--- config.mk ---
export PLATFORM = sky130hd
export DESIGN_NAME = tdp_pc_cell
export DESIGN_NICKNAME = d
export VERILOG_FILES = /design/src/design/tdp_pc_pkg.sv /design/src/design/tdp_pc_cell.sv
export SDC_FILE = /design/constraint.sdc
export NUM_CORES = 1
export LEC_CHECK = 0
export BUFFER_PORTS_ARGS = -buffer_cell sky130_fd_sc_hd__buf_2
export CAP_MARGIN = 20
export CORE_UTILIZATION = 45
export DETAILED_ROUTE_END_ITERATION = 8
export PLACE_DENSITY = 0.76
export SLEW_MARGIN = 20
export SYNTH_ARGS = -nofsm -noshare
export SYNTH_HDL_FRONTEND = slang
export SYNTH_SLANG_ARGS = --single-unit
--- constraint.sdc ---
create_clock -name clk -period 0.8 [get_ports clk]
set_clock_uncertainty 0.1 [all_clocks]
set_input_delay 0.16 -clock clk [delete_from_list [all_inputs] [get_ports clk]]
set_output_delay 0.16 -clock clk [all_outputs]
set_load 0.02 [all_outputs]
--- src/design/tdp_pc_pkg.sv ---
// Shared constants and types for the TDP preamble correlator.
package tdp_pc_pkg;

    localparam int SAMPLE_W      = 16;
    localparam int PATTERN_CHIPS = 60;
    localparam int BASE_CHIPS    = 15;
    localparam int HIST_DEPTH    = 2 * PATTERN_CHIPS - 1;
    localparam int SUM_W         = 22;
    localparam int THR_W         = 22;
    localparam int TOPO_W        = 2;
    localparam int NUM_TOPO      = 4;
    localparam int ADDR_W        = 4;
    localparam int DATA_W        = 32;
    localparam int REG_IDX_W     = 2;

    localparam logic signed [THR_W-1:0] THR_RESET = 22'sd40;

    localparam logic [REG_IDX_W-1:0] REG_TOPOLOGY  = 2'd0;
    localparam logic [REG_IDX_W-1:0] REG_VPPM      = 2'd1;
    localparam logic [REG_IDX_W-1:0] REG_THRESHOLD = 2'd2;

    // One row per topology; bit k is set where base chip k is -1.
    localparam logic [NUM_TOPO-1:0][BASE_CHIPS-1:0] BASE_NEG = {
        15'b010110100111101,
        15'b001101111100110,
        15'b100000010001011,
        15'b111011001010000
    };

    typedef struct packed {
        logic                     valid;
        logic signed [SUM_W-1:0]  sum;
    } psum_t;

    typedef struct packed {
        logic vppm;
        logic neg;
    } cell_ctl_t;

endpackage

--- src/design/tdp_pc_cell.sv ---
// One correlator cell: adds or subtracts its signed tap to or from the partial sum and passes it on.
module tdp_pc_cell (
    input  logic                                 clk,
    input  logic                                 rst_n,
    input  tdp_pc_pkg::cell_ctl_t                ctl,
    input  logic signed [tdp_pc_pkg::SAMPLE_W-1:0] tap_lin,
    input  logic signed [tdp_pc_pkg::SAMPLE_W-1:0] tap_vppm,
    input  tdp_pc_pkg::psum_t                    psum_in,
    output tdp_pc_pkg::psum_t                    psum_out
);
    import tdp_pc_pkg::*;

    logic                       valid_reg;
    logic                       valid_next;
    logic signed [SUM_W-1:0]    sum_reg;
    logic signed [SUM_W-1:0]    sum_next;
    logic signed [SAMPLE_W-1:0] tap;
    logic signed [SUM_W-1:0]    term;

    always_comb
    begin
        tap        = ctl.vppm ? tap_vppm : tap_lin;
        term       = SUM_W'(tap);
        sum_next   = ctl.neg ? (psum_in.sum - term) : (psum_in.sum + term);
        valid_next = psum_in.valid;
    end

    always_ff @(posedge clk or negedge rst_n)
    begin
        if (!rst_n)
        begin
            valid_reg <= 1'b0;
        end
        else
        begin
            valid_reg <= valid_next;
        end
    end

    always_ff @(posedge clk)
    begin
        sum_reg <= sum_next;
    end

    assign psum_out.valid = valid_reg;
    assign psum_out.sum   = sum_reg;
endmodule
* Word-level counts from Yosys, hierarchy flattened
Cells that the tools add are included.
Storage, ports and cells: memories kept 0, ROM bits 0, latch bits 0, input port bits 59, RAM bits 0, register bits after elaboration 23
Cells by class: mux-type cells 2, reductions and logical operators 0, bitwise logic cells 0, shift operators 0, eq/ne operators 0, magnitude comparators 0, add/sub/neg operators 2, multipliers 0, div/mod/pow operators 0
Operators by type and width (number):
- adder 22 x 16 -> 22 bit | 1
- two-way mux 22 bit | 1
- subtractor 22 x 16 -> 22 bit | 1
- two-way mux 16 bit | 1

* Depth between registers and ports, before layout
Gate-level depths: netlist of the first run.
depth after elaboration 3, mapped depth 20, gate-level depth less buffers 15

* Least setup slack after synthesis of the first run
No wires, ideal clock.
path type input to register, from input ctl[1] (netlist bit), to register sum_reg[20], path slack -2.926 ns, stages on the path 19, required time 0.628 ns, data arrival time 3.554 ns, setup time 0.072 ns, path buffers 5, cells stage by stage buf_2 buf_6 buf_2 buf_2 mux2i_1 ha_1 nand3_1 or2_1 nor3b_2 nor2_1 xor2_1 ha_1 clkbuf_1 a21oi_1 nand3_1 a21oi_1 o31ai_2 a311oi_1 xnor2_1
Between the ends: word-level cells in the longest chain between the ends 3, elaborated cells between the ends (all ways) 4
RTL lines:
- start, declared | line tdp_pc_cell.sv:5 | input tdp_pc_pkg::cell_ctl_t ctl,
- two-way mux 16 bit * | line tdp_pc_cell.sv:22 | tap = ctl.vppm ? tap_vppm : tap_lin;
- adder 22 x 16 -> 22 bit / subtractor 22 x 16 -> 22 bit (equally long branches) | line tdp_pc_cell.sv:24 | sum_next = ctl.neg ? (psum_in.sum - term) : (psum_in.sum + term);
- two-way mux 22 bit * | line tdp_pc_cell.sv:24
- named net sum_next[20] | line tdp_pc_cell.sv:16 | logic signed [SUM_W-1:0] sum_next;
- end signal, assigned | line tdp_pc_cell.sv:42 | sum_reg <= sum_next;
- end, declared | line tdp_pc_cell.sv:15 | logic signed [SUM_W-1:0] sum_reg;
Mark *: on every way through the listed nets, which the timed path passes. The rest lies on a longest branch.

* Worst setup path after layout of the first run
Same ends and word-level chain as after synthesis.

==> results summary, run 1 <==
The flow ran to the end, but the final reports show violations. The final reports fail on DRC, setup timing. The number of hold violations in the final report was 0. The remaining design rule violation count came out at 8. The number of nets produced by synthesis came out at about 330. The quantity of I/O buffers inserted on ports is 81. In this run the static leakage power is around 1.9 nW. The number of cells on the critical path came out at 15. TritonCTS built the clock tree. The maximum operating frequency is 339.4 MHz. The number of antenna violations at the first check in global routing is 0. The average vias per placed instance came out at 6.274. The overall routing resource usage came out at 0.3380. The post-route worst hold slack came out at approximately 0.11 ns. For the worst setup path, the data arrival time is around 3 ns. For this design, the slowest cell found on the critical path is ha_2. The post-detailed-placement half-perimeter wirelength came out at about 5200 µm. The number of sinks driven by the clock tree is 23. The height of the die is between 70 and 80 µm. The first global-routing pass estimated around 13000 µm of wire. The worst hold path belongs to the class primary input to asynchronous set/reset pin.

The floorplan step defined a die boundary enclosing between 5000 and 6000 µm². The final wirelength is approximately 11000 µm. The maximum count of clock buffers along a single path is 2.

For this design the ratio of total power to cell area is 1929 nW/µm². The initial standard-cell utilization of the core is 0.4790. The fraction of the yosys area taken by sequential cells came out at 0.2172. The number of flip-flops under the largest register name came out at 22.

The routed design could run at a clock period as short as 2.946 ns. Counting every instance in the synthesized netlist gives about 250. The count of yosys warnings during synthesis came out at 0. The overall power of the completed layout came out at 7.929 mW. The cell family contributing the most delay on the critical path is compound AO/OA/AOI/OAI gates. The worst path buffer plus inverter count came out at 2.

The post-layout worst setup margin is -2.146 ns. The wire length per cell after detailed routing came out at ~22 µm. The post-detailed-placement cell area came out at ~3200 µm². The most instantiated flip-flop cell in the synthesis netlist is dfxtp_1. The number of top-level pins came out at 82. The fraction of the core area covered by cells at the end of the flow came out at 0.9186.

The number of buffers created by CTS is 3. The root buffer cell chosen for the clock tree is clkbuf_8. STA classifies the critical path startpoint as a primary input.

After synthesis, the mean cell area works out to roughly 8.6 µm². The post-route antenna net violation count came out at 0. The number of slew-limit violations in the final report came out at 0. Setup repair after global routing could not meet its margin everywhere.

Relative to the synthesized area, the layout overhead comes to 91.77%. The number of setup violations in the final report is 45. The number of placement rows is 24. The multiplexer share of the synthesized area came out at 0.07589. The die width is 71.02 µm. The async set-reset flop share out of synthesis came out at 0.04348. Traced cell by cell, the critical path runs through buf_12 > buf_12 > o32ai_4 > nand3_2 > or2_4 > nor3b_4 > nor2_2 > xor2_1 > ha_2 > a21oi_2 > nand3_1 > a21oi_2 > o31ai_4 > a311oi_2 > xnor2_1. The worst voltage drop across the vdd grid is about 1200 µV. Of the cells placed in the final design, the portion with a size suffix greater than 1 is 0.6745. The floorplan core area came out at 4474 µm².

The max-capacitance violation count came out at 0. STA classifies the critical path endpoint as a flop. The placer congestion estimate is 0.8753. The detailed router placed around 3000 vias in this run. The required time of the worst setup path came out at around 0.87 ns. The pin count of the biggest net entering global routing is 17. The setup path with the least slack is of type primary input to flop. The register clock-pin slew on the reported worst setup and hold paths came out at about 0.070 ns. The total congestion overflow after global routing is 0. The number of DRC markers in iteration 0 came out at roughly 210. The final cycle utilization of the critical path came out at 3.683. The final design area excluding fillers is around 4100 µm². The post-layout net count is 510. Measured against its own limit, the worst slew margin works out to 0.6405. Of the total synthesized cell area, the portion taken by XOR and XNOR cells is 0.1349.

The area fraction in compound gates after synthesis came out at 0.2423. The number of enable-type register cells in the synthesized netlist is 0. The number of placed instances, taps included, is ~460. In this run the number of H-tree levels came out at 1.

Adding up every negative setup slack in the final design gives -39.81 ns. At the pin with the least slew margin, the transition time is 0.5393 ns. Before CTS, the worst setup slack after placement is -2.410 ns. The adder-cell share of the synthesized area is 0.1378. The maximum fanout along the worst path came out at 8. The iteration count of the initial detailed-routing pass came out at 7. The delay of the slowest critical-path stage came out at roughly 0.34 ns. The mapped cell area came out at about 2100 µm². The number of storage elements in the synthesis netlist is 23. The number of different library cells used by synthesis comes to 52. The share of synthesized cell area in and, or, nand and nor gates is 0.1588. The number of global-route vias before repair came to 2788. The number of non-filler instances in the completed layout is between 400 and 500. After synthesis, the largest family of logic cells by area is compound AO/OA/AOI/OAI gates.
==> report_power, final <==
group          switching (mW)  internal (mW)
Clock                   0.339          0.355
Sequential              0.216           1.64
Combinational            2.69           2.69
==> logic make-up after synthesis <==
group	Yosys count
multiplexers	16
AO/OA/AOI/OAI	73
adder cells (fa/ha/maj)	23
AND/OR/NAND/NOR	66
buffers and inverters	15
XOR/XNOR	33
flip-flops	23
==> cell usage in the layout (no fill, tap or decap), types with 3 or more instances in the layout <==
| master | instances |
|---|---|
| a21o_1 | 9 |
| a21oi_1 | 6 |
| a21oi_2 | 14 |
| a31oi_4 | 3 |
| buf_2 | 57 |
| buf_4 | 86 |
| buf_6 | 36 |
| clkbuf_8 | 3 |
| dfxtp_2 | 21 |
| ha_1 | 16 |
| ha_4 | 4 |
| inv_1 | 3 |
| mux2i_1 | 11 |
| nand2_1 | 7 |
| nand2b_1 | 4 |
| nand2b_4 | 3 |
| nor2_1 | 15 |
| nor2_2 | 5 |
| nor2b_1 | 3 |
| nor3_1 | 6 |
| o21a_1 | 5 |
| o21ai_2 | 6 |
| xnor2_1 | 14 |
| xnor2_2 | 4 |
| xor2_1 | 15 |
==> cells in the mapped netlist, types with 2 or more instances <==
cell type,n,share of area
dfxtp_1,22,0.21
ha_1,22,0.13
nor2_1,21,0.037
a21oi_1,20,0.047
xnor2_1,18,0.074
xor2_1,15,0.061
mux2i_1,14,0.065
a21o_1,9,0.032
nand2_1,9,0.016
nor3_1,9,0.021
o21ai_0,8,0.019
nand2b_1,7,0.020
a31oi_1,6,0.018
o21a_1,6,0.021
clkbuf_1,5,0.0088
inv_1,5,0.0088
buf_2,3,0.0070
nand3_1,3,0.0070
nor2b_1,3,0.0088
a211oi_1,2,0.0070
and3_1,2,0.0058
mux2_2,2,0.011
nand4_1,2,0.0058
nor3b_1,2,0.0070
nor3b_2,2,0.012
nor4_1,2,0.0058
o211ai_1,2,0.0070
o21ai_1,2,0.0047
o21bai_1,2,0.0070
o32ai_1,2,0.0082
==> repair_timing <==
item,CTS,global route
buffers inserted,11,5
hold buffers,2,0
gates resized for setup,136,42
endpoints found under the hold margin,2,0
pin swaps,29,29
cloned,1,0
setup endpoints to repair,45,45
==> layer usage <==
layer,global-route usage,part of all wire,wire length [µm]
met1,0.3915,0.36,3918
met2,0.6154,0.49,5316
met3,0.02849,0.070,756
met4,0.1822,0.073,785
met5,0,0,0
==> how the worst max path moves through the flow <==
stage | from | to | slack, ns
final | ctl[1] | sum_reg[20] | -2.15
after global routing | ctl[1] | sum_reg[20] | -2.24
after CTS | ctl[1] | sum_reg[20] | -1.90
after detailed placement | ctl[1] | sum_reg[20] | -2.41
after global placement | ctl[1] | sum_reg[21] | -2.26
after floorplan | ctl[1] | sum_reg[20] | -2.50
==> layout make-up <==
class | count | area [µm²]
inverter | 5 | 21.27
fill | 159 | 364.1
sequential | 23 | 491.7
multi-input combinational | 211 | 2058
antenna | 2 | 5.005
clock buffer | 4 | 45.04
timing repair buffer | 184 | 1424
tap | 52 | 65.06
(Power assumes the default switching activity.)
==> inputs of run 2 (changes only) <==
--- a/constraint.sdc
+++ b/constraint.sdc
@@ -4,2 +4,2 @@
 set_output_delay 0.16 -clock clk [all_outputs]
-set_load 0.02 [all_outputs]
+set_load 0.1 [all_outputs]
==> results summary, run 2 <==
The placer congestion estimate came out at approximately 0.87. In this run the mean area of a mapped cell was 8.608 µm². After synthesis, the most frequently instantiated cells are dfxtp_1, ha_1, nor2_1, a21oi_1, xnor2_1. The setup slack after placement is -2.399 ns. The area fraction in compound gates after synthesis came to 0.2423. The fraction of synthesized cell area taken by the top area cell type came out at 0.2055. The tree is rooted in a clkbuf_8. The instance count of the mapped netlist came out at around 250. Among all flip-flop cells after synthesis, the most frequent one is dfxtp_1. It got as far as global routing (5_1_grt) and failed there. The maximum count of clock buffers along a single path came out at 2. The number of buffers created by CTS came out at 3. The number of placement rows came out at 24.

The tool reported: "[ERROR GRT-0232] Routing congestion too high. Check the congestion heatmap in the GUI". The number of storage elements in the synthesis netlist is 23. By area, the combinational part of the netlist is dominated by compound AO/OA/AOI/OAI gates. The total congestion overflow after global routing is a little under 100. The number of levels the H-tree was split into is 1. Input and output buffers added on the ports amount to about 80. The wire-length estimate of the detail-placed layout is between 5000 and 6000 µm. Ranked by total cell area, the synthesized netlist is headed by dfxtp_1, ha_1, xnor2_1. The pin count of the biggest net entering global routing is 13. Across every metal layer, demand over resource in global routing totals 0.7466. The share of synthesized cell area in and, or, nand and nor gates is 0.1588. The xor-xnor portion of the synthesized cell area is 0.1349. The count of yosys warnings during synthesis is 0. The initial standard-cell utilization of the core is 0.4790.

The number of nets produced by synthesis came out at roughly 330. The post-detailed-placement cell area came out at about 3600 µm². The most area-hungry cell type in the Yosys netlist is dfxtp_1.

The async set-reset flop share out of synthesis is 0.04348. In the global-route stage, repair_timing last flagged the worst endpoint as sum_reg[20]$_DFF_P_/D. The die width came out at just over 70 µm. The multiplexer share of the synthesized area is 0.07589. The number of top-level pins is 82.

From bottom edge to top edge, the die measures approximately 71 µm. The mapped cell area is between 2000 and 2500 µm². The run stopped with a tool error. The number of enable-type register cells in the synthesized netlist is 0. The number of distinct standard cells referenced by the synthesized netlist came out at 52. For this design, the sink count on the clock tree is 23. The adder-cell share of the synthesized area is 0.1378. After the last repair the worst path ends at a register input.

Of the synthesized area, sequential elements account for 0.2172.
[run 2: cell counts after synthesis]
Identical to the previous run, type by type.
[run 2: cell families after synthesis]
group,Yosys count
compound gates,73
simple gates,66
mux,16
buf+inv,15
fa+ha+maj,23
flops,23
xor+xnor,33
[run 2: metrics by stage]
| stage | instances | hold slack (ns) | TNS [ns] |
|---|---|---|---|
| after global placement | 452 | -0.1662 | -39.48 |
| after detailed placement | 452 | -0.1629 | -41.58 |
| after CTS | 472 | 0.08724 | -38.10 |
| after floorplan | 249 | -0.2356 | -43.18 |
[run 2: metal layers]
metal  global-route usage  overflow
met5              0.03030         0
met4               0.9200        38
met3               0.4658         3
met2               0.9915        57
met1               0.7124         0
[run 2: repair_timing]
action / CTS
setup buffers: 16
setup endpoints to repair: 45
gates resized for setup: 65
pin swaps: 39
hold buffers: 2
hold endpoints to repair: 2
==> inputs of run 3 (changes only) <==
- CORE_UTILIZATION: 45 -> 40
- PLACE_DENSITY: 0.76 -> not set
- PLACE_DENSITY_LB_ADDON: not set -> 0.15
- clock period: 0.8 -> 1 ns (I/O delays scaled with it)
==> results summary, run 3 (same netlist as run 1, synthesis figures left out) <==
The cell area power density is slightly above 2000 nW/µm². The tree is rooted in a clkbuf_8. The max-capacitance violation count is 0. The number of setup violations in the final report came out at 45. The number of levels the H-tree was split into is 1. The total leakage power is approximately 2.0 nW. VDD sags by at most 1619 µV. The number of global-route vias before repair is ~2500. The post-detailed-placement half-perimeter wirelength is a little over 5000 µm.

The post-route worst hold slack came out at 0.1270 ns. Summed over all layers, the routed wires come to around 8400 µm. The die width came out at between 70 and 80 µm.

The cell count after placement came out at about 470. The worst setup path is launched from a primary input. STA classifies the critical path endpoint as a flop.

The number of inserted diodes came out at 0. Setup total negative slack on the finished layout was measured at -33.88 ns. The net switching power of the design came out at between 4 and 5 mW. The post-layout worst setup margin is -1.910 ns.

The core region is about 5100 µm². The uppermost layer routed is met4. The relative slew slack is 0.7720. The number of antenna violations at the first check in global routing is 0.

The register clock-pin slew on the reported worst setup and hold paths came out at roughly 0.090 ns. The worst setup path is of the primary input to flop kind. The initial standard-cell utilization of the core came out at 0.4170. The first-pass GRT wire length came out at approximately 11000 µm.

The iteration count of the initial detailed-routing pass is 4. At the pin with the least slew margin, the transition time is between 0.3 and 0.4 ns. In the finished design, the share of the clock period the worst path needs comes to 2.910. The proportion of power drawn by the clock network came out at 0.067.

The required time of the worst setup path came out at between 1 and 1.5 ns. The maximum fanout along the worst path is 6. The path class of the tightest hold or removal check is primary input to asynchronous set/reset pin. The maximum count of clock buffers along a single path came out at 2.

The internal power contribution is about 4.4 mW. The slowest stage of the critical path is the ha_1 cell. Once detail routing completed, the nets flagged for antenna violations numbered 0. The number of slew-limit violations in the final report came out at 0. The library cell used most frequently in the layout, excluding fill and tap cells, is buf_4. Of the total power, registers draw 0.181. The height of the die is between 70 and 80 µm. At the end of routability-driven placement, the weighted congestion stood at 0.9040. After detailed routing, the average wire length per cell comes to 16.62 µm. Setup repair after global routing could not meet its margin everywhere. TritonCTS built the clock tree. The maximum operating frequency is 343.6 MHz. The family with the most delay on the worst path is compound AO/OA/AOI/OAI gates.

Of the total power, combinational logic draws 0.752. The quantity of I/O buffers inserted on ports is 81. The total congestion overflow after global routing is 0. STA puts the critical path data arrival time at between 2 and 3 ns. The delay of the slowest critical-path stage came out at 0.34 ns.

Entering global routing, the biggest net connects 16 pins. The number of hold violations in the final report came out at 0. In the layout the commonest cells are buf_4, buf_2, buf_12.

The number of placement rows is 26. The number of sinks driven by the clock tree is 23. In the global route stage, overall resource usage came out at 0.2572. OpenSTA, run right after detailed placement, puts the worst setup slack at -2.153 ns.

The final reports fail on setup timing. The final route contains ~2800 vias. In the final routing, the length of wire on met1 measures 3321 µm. The number of DRC markers in iteration 0 is between 150 and 200. The minimum clock period is ~2.9 ns. The die footprint is roughly 5700 µm². The number of non-filler instances in the completed layout came out at 506. The net count of the finished layout is slightly above 500. The number of buffers and inverters on the critical path is 3. The flow ran to the end, but the final reports show violations. In the final layout, the share of cells above drive strength 1 is 0.6537. The routed length on met2 came out at about 4300 µm. The met3 wire length came out at between 400 and 500 µm. The number of buffers created by CTS came out at 3. Dividing the detail-routed via count by the number of cells gives between 5 and 6. The number of flip-flops under the largest register name came out at 22. The remaining design rule violation count came out at 0.

The relative area change from synthesis to final layout came out at 98.95%. Traced cell by cell, the critical path runs through buf_12 > buf_8 > nor4_4 > a22o_1 > buf_4 > a21oi_1 > xnor2_1 > ha_1 > o21a_1 > o211ai_1 > o21a_1 > o31ai_4 > a311oi_2 > xnor2_1. For this design the top-level I/O count stands at 82. Of the total power, the share spent switching nets is 0.5035.
[run 3: area by class of cell]
| cell class | instances | area [µm²] |
|---|---|---|
| Sequential cell | 23 | 493.0 |
| Multi-Input combinational cell | 211 | 1959 |
| Clock buffer | 4 | 45.04 |
| Fill cell | 296 | 875.8 |
| Tap cell | 70 | 87.58 |
| Timing Repair Buffer | 193 | 1660 |
| Inverter | 5 | 18.77 |
[run 3: repair_timing]
item                                    4_1_cts  5_1_grt
endpoints found under the setup margin       45       45
endpoints found under the hold margin         2        0
pin swaps                                    36       37
gates resized for setup                      44       49
buffers inserted                             18       14
hold buffers                                  2        0
[run 3: power groups by stage]
stage / clock (mW) / combinational, mW / sequential [mW]
global route: 0.632 / 6.84 / 1.62
finish: 0.591 / 6.62 / 1.59
floorplan: 0 / 1.28 / 3.81
detailed placement: 0 / 5.88 / 1.62
CTS: 0.601 / 6.22 / 1.59
global placement: 0 / 5.80 / 1.59
[run 3: worst paths after layout]
kind / from / endpoint / depth (start not counted)
max: ctl[1] / sum_reg[20] / 14
min: rst_n / valid_reg / 2
max in group asynchronous: rst_n / valid_reg / 2
min in group clk: psum_in[1] / sum_reg[1] / 2
[run 3: metal layers]
metal / global-route usage / vias up
met5: 0 / -
met4: 0.05556 / 0
met3: 0.02945 / 35
met2: 0.4695 / 148
met1: 0.3252 / 1297
li1: - / 1291
[run 3: metrics by stage]
step / power (mW) / cell area (µm²) / util
final: 8.798 / 4264 / 0.8296
after global routing: 9.099 / 4264 / 0.8296
after CTS: 8.410 / 3974 / 0.7731
after detailed placement: 7.494 / 3590 / 0.6984
after global placement: 7.394 / 3590 / 0.6984
after floorplan: 5.096 / 2235 / -
==> inputs of run 4 (changes only) <==
- ABC_AREA: not set -> 1
- PLACE_DENSITY: not set -> 0.65
- PLACE_DENSITY_LB_ADDON: 0.15 -> not set
==> results summary, run 4 <==
The run finished, with violations left. The checks that failed: setup timing. The number of top-level pins is 82. In the routed layout, each cell is associated on average with a via count of around 5.6. The most instantiated flip-flop cell in the synthesis netlist is dfxtp_1.

The required time of the worst setup path is 1.06 ns. In this run the horizontal extent of the chip is 81.33 µm. The worst setup path is launched from a primary input. The remaining design rule violation count came out at 0. The share of final-layout standard cells stronger than drive strength 1 came out at 0.6553. The number of storage elements in the synthesis netlist is 23.

The placed instances occupy a cell area of roughly 4300 µm². The endpoint type of the worst setup path is a flop. Of all nets on the critical path, the largest fanout is 8. Global routing finished with a remaining overflow of 0.

The number of antenna violations at the first check in global routing came out at 0. The relative slew slack is 0.7885. The number of sinks driven by the clock tree is 23. The mapped cell area is 2517 µm². The count of yosys warnings during synthesis came out at 0. Entering global routing, the biggest net connects 13 pins.

In this run, the number of DRC markers left after iteration 0 of detailed routing was 310. The number of distinct standard cells referenced by the synthesized netlist came out at 40. The die covers approximately 6600 µm². The post-route antenna net violation count is 0. The cell count after synthesis came out at around 390. Clock-pin slew was measured on the worst setup and hold paths at around 0.10 ns. The placer congestion estimate came out at 0.8690. Leaving out fill and tap cells, the most frequent cell in the layout is buf_4. The min-delay analysis places its worst path in the category primary input to asynchronous set/reset pin. The minimum clock period came out at ~2.7 ns. The async set-reset flop share out of synthesis is 0.04348. Data on the critical path arrives at its endpoint at ~2.7 ns. The number of global-route vias before repair is around 3500. Summed over all instances, the cell type with the most area after synthesis is dfxtp_1. The register with the most flip-flops in the layout has 22 of them. The first global-routing pass estimated between 10000 and 15000 µm of wire. Prior to clock tree synthesis, the placed netlist has a worst setup slack of -1.941 ns. The per-instance average area after synthesis came out at roughly 6.5 µm². The post-layout net count came out at approximately 670. The total leakage power is 2.531 nW. The clock tree root driver cell is clkbuf_8. The floorplan has 28 rows.

The post-layout worst setup margin is -1.688 ns. The number of enable-type register cells in the synthesized netlist is 0. Based on the critical path, the design can be clocked at up to about 370 MHz. The total number of vias is around 3700. Sorting the synthesized cells by how often they occur yields nand2_1, inv_1, nor2_1, dfxtp_1, ha_1. Compared with the post-synthesis result, the final layout area differs by 106.5%. The height of the die is around 81 µm. The kind of critical path is primary input to flop.

The cell area power density is 1924 nW/µm². The max-capacitance violation count is 0. For this block, the routed nets add up to roughly 12000 µm of wire. Setup repair after global routing could not meet its margin everywhere. The number of levels the H-tree was split into came out at 1. The share of the Yosys chip area taken by registers is 0.1849.

The number of slew-limit violations in the final report is 0. The quantity of I/O buffers inserted on ports is between 80 and 90. The share of synthesized area in the top cell type comes to 0.1750. The final design area excluding fillers came out at between 5000 and 6000 µm². The iteration count of the initial detailed-routing pass is 7. The overall routing resource usage is 0.2955. The most common cell in the synthesized netlist is nand2_1. TritonCTS built the clock tree. The number of setup violations in the final report is between 40 and 50.

IR analysis of the VDD net gives a maximum drop of between 1500 and 2000 µV. The fraction of the core area covered by cells at the end of the flow came out at 0.8676. The number of inserted diodes came out at 0. The maximum count of clock buffers along a single path came out at 2. Power comes to 9.999 mW.

The number of hold violations in the final report was 0. The wire length per cell after detailed routing is 17.94 µm. The layout has 270 filler cells. The floorplan core area is between 5000 and 6000 µm². Summed over all nets, the half-perimeter wirelength after detailed placement is around 6400 µm. The initial standard-cell utilization of the core is 0.4202. The number of nets handed over by synthesis was 470.

The number of buffers created by CTS came out at 3. The measured slew at the worst slew-check pin is approximately 0.32 ns. Dividing the final minimum period by the clock period gives 2.688. In the post-synthesis netlist, the biggest area contributors are dfxtp_1, nand2_1, ha_1. Leaving out fill and tap cells, the most frequent cells in the layout are buf_4, nand2_1, buf_2.
==> run 4: layout make-up <==
type                            count  area (µm²)  area share
Multi-Input combinational cell    310        2604      0.5010
Timing Repair Buffer              201        1755      0.3377
Sequential cell                    23       493.0     0.09485
Inverter                           50       200.2     0.03852
Tap cell                           75       93.84     0.01805
Clock buffer                        4       45.04    0.008666
Timing Repair inverter              1       6.256    0.001204
==> run 4: power by group <==
group,switching [mW],total [mW],internal [mW]
Clock,0.351,0.637,0.286
Sequential,0.271,1.59,1.32
Combinational,4.65,7.77,3.12
==> run 4: path summary, 6_finish.rpt <==
| kind | depth (start not counted) | start | to | slack [ns] |
|---|---|---|---|---|
| setup / recovery | 18 | ctl[1] | sum_reg[15] | -1.69 |
| hold / removal | 2 | rst_n | valid_reg | 0.11 |
| max in group asynchronous | 2 | rst_n | valid_reg | 0.60 |
| min in group clk | 4 | psum_in[21] | sum_reg[21] | 0.16 |
==> run 4: what timing repair did <==
action	4_1_cts	5_1_grt
hold buffers	2	0
pin swaps	48	31
resized for setup	106	47
cloned	1	0
setup endpoints to repair	45	44
setup buffers	15	11
hold endpoints to repair	2	0
==> run 4: kinds of logic after synthesis <==
kind of cell | Yosys count | synth area share
adders and majority gates | 23 | 0.1173
and+or+nand+nor | 209 | 0.3897
DFF | 23 | 0.1849
AOI/OAI and AO/OA | 49 | 0.1103
buffers and inverters | 55 | 0.09692
xor gates and xnor gates | 29 | 0.1009
==> run 4: metrics by stage <==
step	TNS, ns	instances	hold slack, ns
after floorplan	-27.67	388	-0.1956
after global placement	-33.52	632	-0.1262
after detailed placement	-34.84	632	-0.1239
after CTS	-27.27	654	0.1129
after global routing	-32.50	664	0.1399
final	-30.44	664	0.1139
==> run 4: routing by layer <==
metal / wire (µm) / vias to the layer above / track usage
li1: - / 1641 / -
met1: 4319 / 1699 / 0.3141
met2: 5911 / 256 / 0.5492
met3: 829 / 94 / 0.03933
met4: 850 / 0 / 0.1732
met5: 0 / - / 0
==> run 4: critical path: stages <==
cell and delay (ns):
buf_12 0.13, o21ai_4 0.17, ha_4 0.17, nand2_4 0.06
nor2_8 0.10, nand3_4 0.08, nor2_4 0.14, nand2_1 0.09
nand2_1 0.09, xor2_1 0.20, ha_2 0.34, a21oi_2 0.22
nand2_1 0.13, buf_4 0.16, a21oi_2 0.13, nand2_1 0.08
nand2_1 0.17, nand2_1 0.09
